## config.mk

```make
export PLATFORM = sky130hd
export DESIGN_NAME = lkhc_cell
export DESIGN_NICKNAME = d
export VERILOG_FILES = /design/src/rtl/core/lkhc_pkg.sv /design/src/rtl/core/lkhc_cell.sv
export SDC_FILE = /design/constraint.sdc
export NUM_CORES = 1
export LEC_CHECK = 0
export ABC_AREA = 1
export BUFFER_PORTS_ARGS = -buffer_cell sky130_fd_sc_hd__buf_2
export CAP_MARGIN = 10
export CORE_UTILIZATION = 40
export CTS_BUF_LIST = sky130_fd_sc_hd__clkbuf_2 sky130_fd_sc_hd__clkbuf_4 sky130_fd_sc_hd__clkbuf_8
export DETAILED_ROUTE_END_ITERATION = 8
export PLACE_DENSITY = 0.9
export SLEW_MARGIN = 5
export SYNTH_ARGS = -nofsm -noshare
export SYNTH_HDL_FRONTEND = slang
export SYNTH_SLANG_ARGS = --single-unit
```

## constraint.sdc

```tcl
create_clock -name clk -period 5.83 [get_ports clk]
set_input_delay 0.583 -clock clk [delete_from_list [all_inputs] [get_ports clk]]
set_output_delay 0.583 -clock clk [all_outputs]
set_load 0.005 [all_outputs]
```

## src/rtl/core/lkhc_pkg.sv

```systemverilog
// Types and constants of the keyed handle cache.
package lkhc_pkg;

	localparam int LKHC_ENTRIES = 128;

	typedef enum logic [1:0] {
		KIND_LOOKUP = 2'd0,
		KIND_INSERT = 2'd1,
		KIND_CLEAR  = 2'd2,
		KIND_NOP    = 2'd3
	} lkhc_kind_t;

	typedef struct packed {
		lkhc_kind_t  kind;
		logic        sheet_select;
		logic [15:0] sprite_code;
		logic [2:0]  transform_kind;
		logic [31:0] new_handle;
	} lkhc_req_t;

	typedef struct packed {
		logic        hit;
		logic [31:0] hit_handle;
		logic        evicted;
		logic [31:0] evicted_handle;
	} lkhc_rsp_t;

	// controls broadcast from the sequencer to every cell
	typedef struct packed {
		logic capture;     // latch match / rank-zero flags
		logic pick_match;  // pick highest-index match
		logic pick_zero;   // pick lowest-index rank-zero slot
		logic age;         // promote winner, age ranks above sel_rank
		logic fill;        // write winner with the stored item
		logic clear;       // invalidate all
	} lkhc_ctl_t;

	// OR-gather bus running along the cell row
	typedef struct packed {
		logic        win;
		logic        valid;
		logic [31:0] handle;
	} lkhc_gather_t;

endpackage

```

## src/rtl/core/lkhc_cell.sv

```systemverilog
// One slot of the cache: key, handle, valid, rank and its links to the neighbours.
module lkhc_cell
	import lkhc_pkg::*;
#(
	parameter int ENTRIES = LKHC_ENTRIES,
	localparam int RANK_W = $clog2(ENTRIES)
) (
	input  logic              clk,
	input  logic              arst_n,
	input  lkhc_ctl_t         ctl,
	input  lkhc_req_t         req,
	input  lkhc_req_t         cmd,
	input  logic [RANK_W-1:0] sel_rank,
	input  logic              hi_in,
	output logic              hi_out,
	input  logic              lo_in,
	output logic              lo_out,
	input  lkhc_gather_t      gin,
	output lkhc_gather_t      gout,
	input  logic [RANK_W-1:0] rin,
	output logic [RANK_W-1:0] rout
);

	localparam logic [RANK_W-1:0] TOP_RANK = RANK_W'(ENTRIES - 1);

	logic              valid_q;
	logic [RANK_W-1:0] rank_q;
	logic              sheet_q;
	logic [15:0]       code_q;
	logic [2:0]        xform_q;
	logic [31:0]       handle_q;
	logic              match_q;
	logic              zero_q;
	logic              win_q;

	// priority links: matches above, rank-zero slots below
	assign hi_out = hi_in | match_q;
	assign lo_out = lo_in | zero_q;

	assign gout.win    = gin.win | win_q;
	assign gout.valid  = gin.valid | (win_q & valid_q);
	assign gout.handle = gin.handle | ({32{win_q}} & handle_q);
	assign rout        = rin | ({RANK_W{win_q}} & rank_q);

	always_ff @(posedge clk or negedge arst_n) begin
		if (!arst_n) begin
			match_q <= 1'b0;
			zero_q  <= 1'b0;
			win_q   <= 1'b0;
		end else begin
			if (ctl.capture) begin
				match_q <= valid_q && (sheet_q == req.sheet_select)
					&& (code_q == req.sprite_code) && (xform_q == req.transform_kind);
				zero_q  <= (rank_q == '0);
			end
			if (ctl.pick_match || ctl.pick_zero) begin
				win_q <= (ctl.pick_match & match_q & ~hi_in)
					| (ctl.pick_zero & zero_q & ~lo_in);
			end
		end
	end

	always_ff @(posedge clk or negedge arst_n) begin
		if (!arst_n) begin
			valid_q <= 1'b0;
			rank_q  <= '0;
		end else begin
			if (ctl.clear) begin
				valid_q <= 1'b0;
			end else if (ctl.fill && win_q) begin
				valid_q <= 1'b1;
			end
			if (ctl.age) begin
				if (win_q) begin
					rank_q <= TOP_RANK;
				end else if (rank_q > sel_rank) begin
					rank_q <= rank_q - RANK_W'(1);
				end
			end
		end
	end

	always_ff @(posedge clk) begin
		if (ctl.fill && win_q) begin
			sheet_q  <= cmd.sheet_select;
			code_q   <= cmd.sprite_code;
			xform_q  <= cmd.transform_kind;
			handle_q <= cmd.new_handle;
		end
	end

endmodule

```

==> flow_summary.toml, run 1 <==
[yosys]
synth-simple-area-share = 0.1581
synth_top_family_by_area = "simple AND/OR/NAND/NOR gates"
async_flop_share = 0.1746
synth_compound_area_frac = 0.1269
ys_ff_latch = 63
syn_avg_cell_area_um2 = 10.59
synth_common_cells = "64 x nand2_1, 52 x edfxtp_1, 37 x inv_1, 33 x a21o_1, 18 x nor2_1"
synth_area_leaders = "edfxtp_1 52%, dfrtp_1 9.2%, a21o_1 8.2%"
synth_adder_area_share = 0.03329
synthFlopType = "edfxtp_1"
synth_area_mm2 = 0.003007
synth_top_area_cell = "edfxtp_1"
yosysSeqAreaShare = 0.6109
synth_xor_area_frac = 0.01457
syn_inst = 284
synthDistinctLibCells = 24
synth_edf_count = 52
yosysWarnings = 0
synth_top_area_frac = 0.5194
syn_nets = 458
synth_mux_area_frac = 0
synth_most_common_cell = "nand2_1"

[final_layout]
fin_area_mm2 = 0.004161
nets = 636
syn_to_final_growth_pct = 38.41
fillers = 636
fin_util = 0.5737
instances_no_fill = 566
antennaDiodeCount = 0
final_layout_size_suffix_gt1_frac = 0.4218

[worst_setup_path]
worst_r2r_endpoint = "code_q[0]$_DFFE_PP_"
crit_family = "buffers and inverters"
reg2reg_depth = 3
crit_path_max_incr_delay_ps = 350
criticalPathCategory = "flip-flop to primary output"
path_cells = "buf_4, inv_1, o21bai_1, buf_2"
r2r-start = "win_q$_DFFE_PN0P_"
reg2reg_slack_ps = 3800
crit_fanout = 38
crit_buf_inv = 3
crit_path_top_delay_cell = "buf_4"
end_kind = "primary output"
worst_ep_required_time_ps = 5250
cp-start-kind = "flip-flop"
crit_arrival_ps = 1750

[clock_tree]
clkSinkCount = 63
clock_latency_ps = 330
cts_inserted_buffers = 9
cts-root-buf = "clkbuf_8"
cts_tree = "done"
ctsResizeCount = 0
cts_setup_buffers = 0
cts_hold_buf = 0
clock_path_buffers = 2
htreeDepth = 3
clk_pin_slew_ps = 80

[sta]
worst_slack_ps = 3494
setup_violations = 0
worstMarginPinSlew_ps = 1057
rsz0062_at_grt = "false"
slew_violations = 0
period_minus_slack_ps = 2336
maxSlewHeadroom = 0.2953
finalCritPeriodShare = 0.4007
finalHoldViolCount = 0
max_clock_freq_ghz = 0.4281
skew_ps = 10.25
fin_setup_tns_ps = 0

[placement]
dp_hpwl_mm = 5.531
numPortBuffers = 172
place_congestion = 0.7802
placed_cell_area_mm2 = 0.003969
dpl.cell_count = 550
place_ws_ps = 3779

[floorplan]
core_area_mm2 = 0.007253
fp.dieArea_mm2 = 0.007868
dieHeight_um = 88.70
start_util = 0.4145
rows = 31
ios = 209
die_width_um = 88.70

[global_route]
track_usage = 0.1853
antenna_found_initial = 0
overflow = 0
grt_max_degree = 53
first_global_vias = 2536
grt_pass1_wl_mm = 10.85

[detailed_routing]
antenna_left = 0
drt_iter0_markers = 105
wl_per_cell_um = 12.53
wirelength_mm = 7.093
viasPerCell = 4.565
num_vias = 2584
first_pass_iters = 4
drcViolationCount = 0

[power_and_ir_drop]
p_leak_nw = 2.186
p_per_area_mw_per_mm2 = 297.8
vdd_ir_drop_max_uv = 168.0

[run]
cap_violations = 0

[outcome]
status = "complete, no violations"

[worst_hold_path]
hold_path_class = "input pin to asynchronous set/reset pin"
through the flow:
stage	total power, mW	hold slack [ps]
after CTS	1.248	95.74
after floorplan	0.7611	287.4
after detailed placement	0.8771	461.2
after global placement	0.8571	459.3
after global routing	1.313	108.0
final	1.239	100.0
cells in the final DEF, fill, tap and decap left out:
master      instances
buf_2             172
nand2_1            64
edfxtp_1           52
inv_1              36
a21o_1             33
nor2_1             18
nand3_1            17
dfrtp_1            11
clkbuf_8            9
o21bai_1            8
ha_1                8
o21ai_0             6
a21oi_1             4
or2_2               3
nor3_1              3
xnor2_1             3
clkinv_2            3
nand2_4             2
xor2_1              2
inv_2               1
nor2_2              1
nand4_1             1
nand2_2             1
o2bb2ai_1           1
o22ai_1             1
o221ai_1            1
nand3b_1            1
clkinvlp_4          1
clkbuf_4            1
clkinv_4            1
bufinv_16           1
buf_4               1
cell families after synthesis:
family | count (synthesis)
xor+xnor | 5
fa+ha+maj | 8
simple gates | 111
compound gates | 54
flops | 63
buf+inv | 43
per-layer routing:
layer	share of wire	routed length (um)	global-route usage	vias up
li1	-	-	-	1315
met1	0.39	2749	0.1942	1151
met2	0.53	3730	0.3427	107
met3	0.070	497	0.05131	11
met4	0.016	116	0.08651	0
met5	0	0	0	-
sequential cells by signal (all words and copies together) (netlist names):
name and cells:
handle_q 32, code_q 16, rank_q 7, xform_q 3
match_q 1, sheet_q 1, valid_q 1, win_q 1
zero_q 1
report_power, final:
group,total (mW),internal [mW],switching [mW],leakage [nW]
registers,0.561,0.530,0.0319,0.612
logic,0.307,0.134,0.172,1.48
clock network,0.371,0.201,0.171,0.0994
how the worst max path moves through the flow:
stage | from | end | slack [ps] | depth (start not counted)
4_1_cts | win_q$_DFFE_PN0P_ | gout[32] | 3460 | 4
6_report | win_q$_DFFE_PN0P_ | gout[32] | 3490 | 4
5_1_grt | win_q$_DFFE_PN0P_ | rout[5] | 3360 | 4
3_3_place_gp | win_q$_DFFE_PN0P_ | handle_q[20]$_DFFE_PP_ | 3830 | 3
3_5_place_dp | win_q$_DFFE_PN0P_ | code_q[9]$_DFFE_PP_ | 3780 | 3
2_1_floorplan | ctl[1] | code_q[0]$_DFFE_PP_ | 3760 | 2
worst reg2reg max path: cells and delay by family (launching register included):
family	cells	cell delay, ps
DFF	1	320
and+or+nand+nor	1	170
buffers and inverters	2	1120
layout make-up:
class                           instances  area [um^2]  area share
Clock buffer                           10        131.4     0.03157
Timing Repair Buffer                  173        868.3      0.2087
Clock inverter                          6        61.31     0.01473
Multi-Input combinational cell        178         1001      0.2405
Sequential cell                        63         1837      0.4414
Inverter                               37        138.9     0.03337
Tap cell                               99        123.9     0.02977
No activity file was read; power rests on OpenSTA's default activity.
==> run 2: changes to the inputs <==
--- a/config.mk
+++ b/config.mk
@@ -8,10 +8,10 @@
 export ABC_AREA = 1
 export BUFFER_PORTS_ARGS = -buffer_cell sky130_fd_sc_hd__buf_2
 export CAP_MARGIN = 10
-export CORE_UTILIZATION = 40
+export CORE_UTILIZATION = 39
 export CTS_BUF_LIST = sky130_fd_sc_hd__clkbuf_2 sky130_fd_sc_hd__clkbuf_4 sky130_fd_sc_hd__clkbuf_8
 export DETAILED_ROUTE_END_ITERATION = 8
-export PLACE_DENSITY = 0.9
+export PLACE_DENSITY = 0.91
 export SLEW_MARGIN = 5
 export SYNTH_ARGS = -nofsm -noshare
 export SYNTH_HDL_FRONTEND = slang
==> constraint.sdc (replaced) <==
create_clock -name clk -period 1.9 [get_ports clk]
set_input_delay 0.19 -clock clk [delete_from_list [all_inputs] [get_ports clk]]
set_output_delay 0.19 -clock clk [all_outputs]
set_load 0.005 [all_outputs]
==> run 2 against run 1 <==
Effect of this change:
- clock power increased to 3.5 times the previous value
- setup slack got worse by 3200 ps
- sequential share of layout area decreased by 0.59 points
- sequential power increased to 3.1 times the previous value
- via count increased by 2.2%
- utilization decreased by 0.14 points
- register-to-register slack got worse by 3500 ps
- hold slack got worse by 75 ps
- critical path type unchanged
- critical endpoint is now gout[31]
- largest power group unchanged
==> flow_summary.toml, run 2 (synthesis gave the netlist of run 1 again) <==
[floorplan]
die_width_um = 89.80
fp.dieArea_mm2 = 0.008064
ios = 209
dieHeight_um = 89.80
rows = 31
core_area_mm2 = 0.007370
start_util = 0.4080

[worst_setup_path]
reg2reg_slack_ps = 290
path_cells = "buf_4, a21o_1, buf_2"
worst_ep_required_time_ps = 1710
r2r-start = "rank_q[4]$_DFFE_PN0P_"
crit_fanout = 33
crit_arrival_ps = 1460
crit_path_max_incr_delay_ps = 470
cp-start-kind = "flip-flop"
crit_path_top_delay_cell = "dfrtp_1"
end_kind = "primary output"
reg2reg_depth = 10
crit_start = "win_q$_DFFE_PN0P_"
criticalPathCategory = "flip-flop to primary output"
worst_r2r_endpoint = "rank_q[0]$_DFFE_PN0P_"

[clock_tree]
cts_hold_buf = 1
clkSinkCount = 63
cts_inserted_buffers = 9
clock_latency_ps = 330
cts_setup_buffers = 0
clock_path_buffers = 2
clk_pin_slew_ps = 70
cts-root-buf = "clkbuf_8"
ctsResizeCount = 0
cts_tree = "done"
htreeDepth = 3

[global_route]
track_usage = 0.1923
first_global_vias = 2862
grt_max_degree = 34
overflow = 0
grt_pass1_wl_mm = 12.22
antenna_found_initial = 0

[final_layout]
fillers = 632
multi_input_area_mm2 = 0.001001
register_area_mm2 = 0.001837
reg_top3 = "handle_q (32), code_q (16), rank_q (7)"
antennaDiodeCount = 0
mostFrequentLayoutCell = "buf_2"
largest_register = "handle_q"
final_cell_mix = "172 x buf_2, 64 x nand2_1, 52 x edfxtp_1"
final_layout_size_suffix_gt1_frac = 0.4213
syn_to_final_growth_pct = 40.28
nets = 639
largest_reg_flops = 32

[detailed_routing]
viasPerCell = 4.640
first_pass_iters = 4
wl_per_cell_um = 12.92
antenna_left = 0
num_vias = 2640
drcViolationCount = 0
drt_iter0_markers = 92
wirelength_mm = 7.352

[sta]
finalHoldViolCount = 0
setup_violations = 0
finalCritPeriodShare = 0.8685
whs_ps = 24.67
skew_ps = 8.380
period_minus_slack_ps = 1650
rsz0062_at_grt = "false"
maxSlewHeadroom = 0.7106
fin_setup_tns_ps = 0
worstMarginPinSlew_ps = 433.6
max_clock_freq_ghz = 0.6060
slew_violations = 0

[run]
cap_violations = 0

[power_and_ir_drop]
power.total_mw = 3.955
vdd_ir_drop_max_uv = 540.2
p_per_area_mw_per_mm2 = 937.8
p_leak_nw = 2.198

[worst_hold_path]
hold_start = "ctl[0]"
hold_path_class = "input pin to flip-flop"
whs_endpoint = "valid_q$_DFFE_PN0P_"
hold_depth = 2

[placement]
place_congestion = 0.8055
dp_hpwl_mm = 5.934
numPortBuffers = 172

[outcome]
status = "complete, no violations"
==> run 2: changes by cell type in the layout (fill, tap and decap cells not counted) <==
| cell | change |
|---|---|
| bufinv_16 | +1 |
| clkinv_1 | +1 |
| clkinvlp_4 | +2 |
| clkbuf_4 | -1 |
| inv_6 | +1 |
| inv_2 | -1 |
| dlygate4sd3_1 | +1 |
| buf_4 | +2 |
| clkinv_2 | -3 |
==> run 2: worst max path at each step <==
stage          cells after the start                    end  slack [ps]
2_1_floorplan                      3    code_q[0]$_DFFE_PP_         140
3_3_place_gp                      10  rank_q[4]$_DFFE_PN0P_         370
5_1_grt                            3                gout[6]         130
4_1_cts                            3                gout[6]         210
6_report                           3               gout[31]         250
3_5_place_dp                      10  rank_q[3]$_DFFE_PN0P_         290
==> run 2: worst max-delay path: cells and delay by family, from the launching register on <==
family | cells | cell delay (ps)
flops | 1 | 470
compound gates | 1 | 180
buf+inv | 2 | 470
==> run 2: final cells by class <==
type,count,share of cell area
Timing Repair Buffer,176,0.2118
Tap cell,99,0.02937
Clock inverter,7,0.02284
Multi-Input combinational cell,178,0.2373
Sequential cell,63,0.4355
Clock buffer,9,0.02937
Inverter,37,0.03382
==> run 2: report_power, final <==
group          internal, mW  total, mW  switching (mW)  leakage (nW)
logic                 0.418      0.944           0.526          1.48
registers              1.62       1.73           0.111         0.612
clock network         0.740       1.28           0.537         0.103
==> run 2: routing by layer <==
metal,GRT usage,part of all wire,vias to the layer above
li1,-,-,1322
met1,0.1907,0.37,1182
met2,0.3673,0.53,124
met3,0.04992,0.072,12
met4,0.09426,0.019,0
met5,0,0,-
==> run 2: metrics by stage <==
step	instances	worst slack [ps]	util	area (um^2)
after global routing	569	134.6	0.5723	4218
after floorplan	284	141.2	-	3010
after global placement	552	370.4	0.5411	3988
after CTS	569	213.4	0.5723	4218
after detailed placement	552	289.0	0.5411	3988
final	569	249.9	0.5723	4218
==> run 3: changes to the inputs <==
==> constraint.sdc (replaced) <==
create_clock -name clk -period 1.9 [get_ports clk]
set_input_delay 0.095 -clock clk [delete_from_list [all_inputs] [get_ports clk]]
set_output_delay 0.095 -clock clk [all_outputs]
set_load 0.005 [all_outputs]
==> run 3 against run 2 <==
Effect of this change:
- sequential cell count unchanged
- non-clock buffer count up 53
- sequential share of layout area decreased by 4.9 points
- via count rose by 11%
- hold slack gained 2.0 ps
- setup slack improved by 7.6 ps
- fmax is 0.46% higher
- cell count rose by 9.3%
- largest cell class unchanged
- highest routed layer unchanged
==> flow_summary.toml, run 3 (synthesis gave the netlist of run 1 again) <==
[sta]
whs_ps = 26.69
max_clock_freq_ghz = 0.6088
finalCritPeriodShare = 0.8645
skew_ps = 10.05
fin_setup_tns_ps = 0
finalHoldViolCount = 0
rsz0062_at_grt = "false"
maxSlewHeadroom = 0.7027
period_minus_slack_ps = 1643
setup_violations = 0
slew_violations = 0
worst_slack_ps = 257.4
worstMarginPinSlew_ps = 445.5

[final_layout]
syn_to_final_growth_pct = 57.93
nets = 692
largest_register = "handle_q"
mostFrequentLayoutCell = "buf_2"
final_layout_size_suffix_gt1_frac = 0.3786
reg_top3 = "handle_q (32), code_q (16), rank_q (7)"
largest_reg_flops = 32
final_cell_mix = "172 x buf_2, 64 x nand2_1, 54 x dlygate4sd3_1"
antennaDiodeCount = 0
instances_no_fill = 622
fillers = 552

[worst_setup_path]
path_cells = "ha_1, nand2_1, nor2_2, nand2_1, nand2_1, nand2_2, nand2_4, nand2_4, nand2_1, nand2_1"
cp-start-kind = "flip-flop"
crit_arrival_ps = 1860
crit_path_top_delay_cell = "dfrtp_1"
cpMostUsedCell = "nand2_1"
crit_path_max_incr_delay_ps = 490
crit_fanout = 8
criticalPathCategory = "flip-flop to flip-flop"
end_kind = "flip-flop"
worst_ep_required_time_ps = 2120

[placement]
dp_hpwl_mm = 5.879
place_congestion = 0.8030
dpl.cell_count = 552
place_ws_ps = 266.6
numPortBuffers = 172

[detailed_routing]
first_pass_iters = 7
num_vias = 2920
drcViolationCount = 0
wirelength_mm = 9.031
wl_per_cell_um = 14.52
drt_iter0_markers = 130
antenna_left = 0
viasPerCell = 4.695

[clock_tree]
cts-root-buf = "clkbuf_8"
clock_path_buffers = 2
htreeDepth = 3
clock_latency_ps = 320
clk_pin_slew_ps = 70
cts_inserted_buffers = 9
cts_tree = "done"
clkSinkCount = 63
ctsResizeCount = 0

[floorplan]
die_width_um = 89.80
rows = 31
dieHeight_um = 89.80
core_area_mm2 = 0.007370
start_util = 0.4080
ios = 209
fp.dieArea_mm2 = 0.008064

[global_route]
track_usage = 0.2320
overflow = 0
antenna_found_initial = 0
grt_pass1_wl_mm = 14.53
grt_max_degree = 34
first_global_vias = 3116

[power_and_ir_drop]
p_leak_nw = 2.419
p_per_area_mw_per_mm2 = 857.0
vdd_ir_drop_max_uv = 552.6

[run]
cap_violations = 0

[worst_hold_path]
hold_path_class = "input pin to flip-flop"

[outcome]
status = "complete, no violations"
==> run 3: cell count changes in the layout (fill, tap and decap cells not counted) <==
cell           change
dlygate4sd3_1     +53
==> run 3: per-stage QoR <==
stage | total power, mW | area [um^2] | util
after floorplan | 2.336 | 3010 | -
after global placement | 2.644 | 3988 | 0.5411
after detailed placement | 2.705 | 3988 | 0.5411
after CTS | 4.071 | 4748 | 0.6443
after global routing | 4.306 | 4748 | 0.6443
final | 4.069 | 4748 | 0.6443
==> run 3: routing by layer <==
layer	routed length, um	global-route usage	vias up
met2	4908	0.4423	150
met4	233	0.1107	0
met5	0	0	-
li1	-	-	1428
met1	3235	0.2343	1321
met3	654	0.05668	21
==> run 3: power by group <==
group	internal, mW	switching, mW
Sequential	1.62	0.108
Combinational	0.491	0.563
Clock	0.741	0.544
Total	2.85	1.21
==> run 3: layout make-up <==
type                       count  area, um^2  share of cell area
multi-input combinational    178        1001              0.2108
timing repair buffer         229        1424              0.2999
clock buffer                   9       123.9             0.02609
inverter                      37       142.6             0.03004
sequential                    63        1837              0.3868
clock inverter                 7       96.34             0.02029
tap                           99       123.9             0.02609
==> run 3: path summary, 6_finish.rpt <==
check	slack (ps)	start	depth (start not counted)	end
min in group asynchronous	170	arst_n	2	rank_q[1]$_DFFE_PN0P_
worst max-delay path	260	rank_q[4]$_DFFE_PN0P_	10	rank_q[4]$_DFFE_PN0P_
worst max register to register	260	rank_q[4]$_DFFE_PN0P_	10	rank_q[4]$_DFFE_PN0P_
worst min register to register	510	rank_q[0]$_DFFE_PN0P_	2	rank_q[0]$_DFFE_PN0P_
max in group asynchronous	1520	arst_n	2	match_q$_DFFE_PN0P_
worst min-delay path	30	lo_in	2	win_q$_DFFE_PN0P_
==> run 3: timing repair <==
item / in CTS / in global routing
hold buffers: 54 / 0
endpoints found under the hold margin: 64 / 0
setup buffers: 0 / 0
==> run 3: worst max-delay path: cells and delay by family (launching register included) <==
kind                       cells  cell delay, ps
DFF                            1             490
and+or+nand+nor                9             710
adders and majority gates      1             340
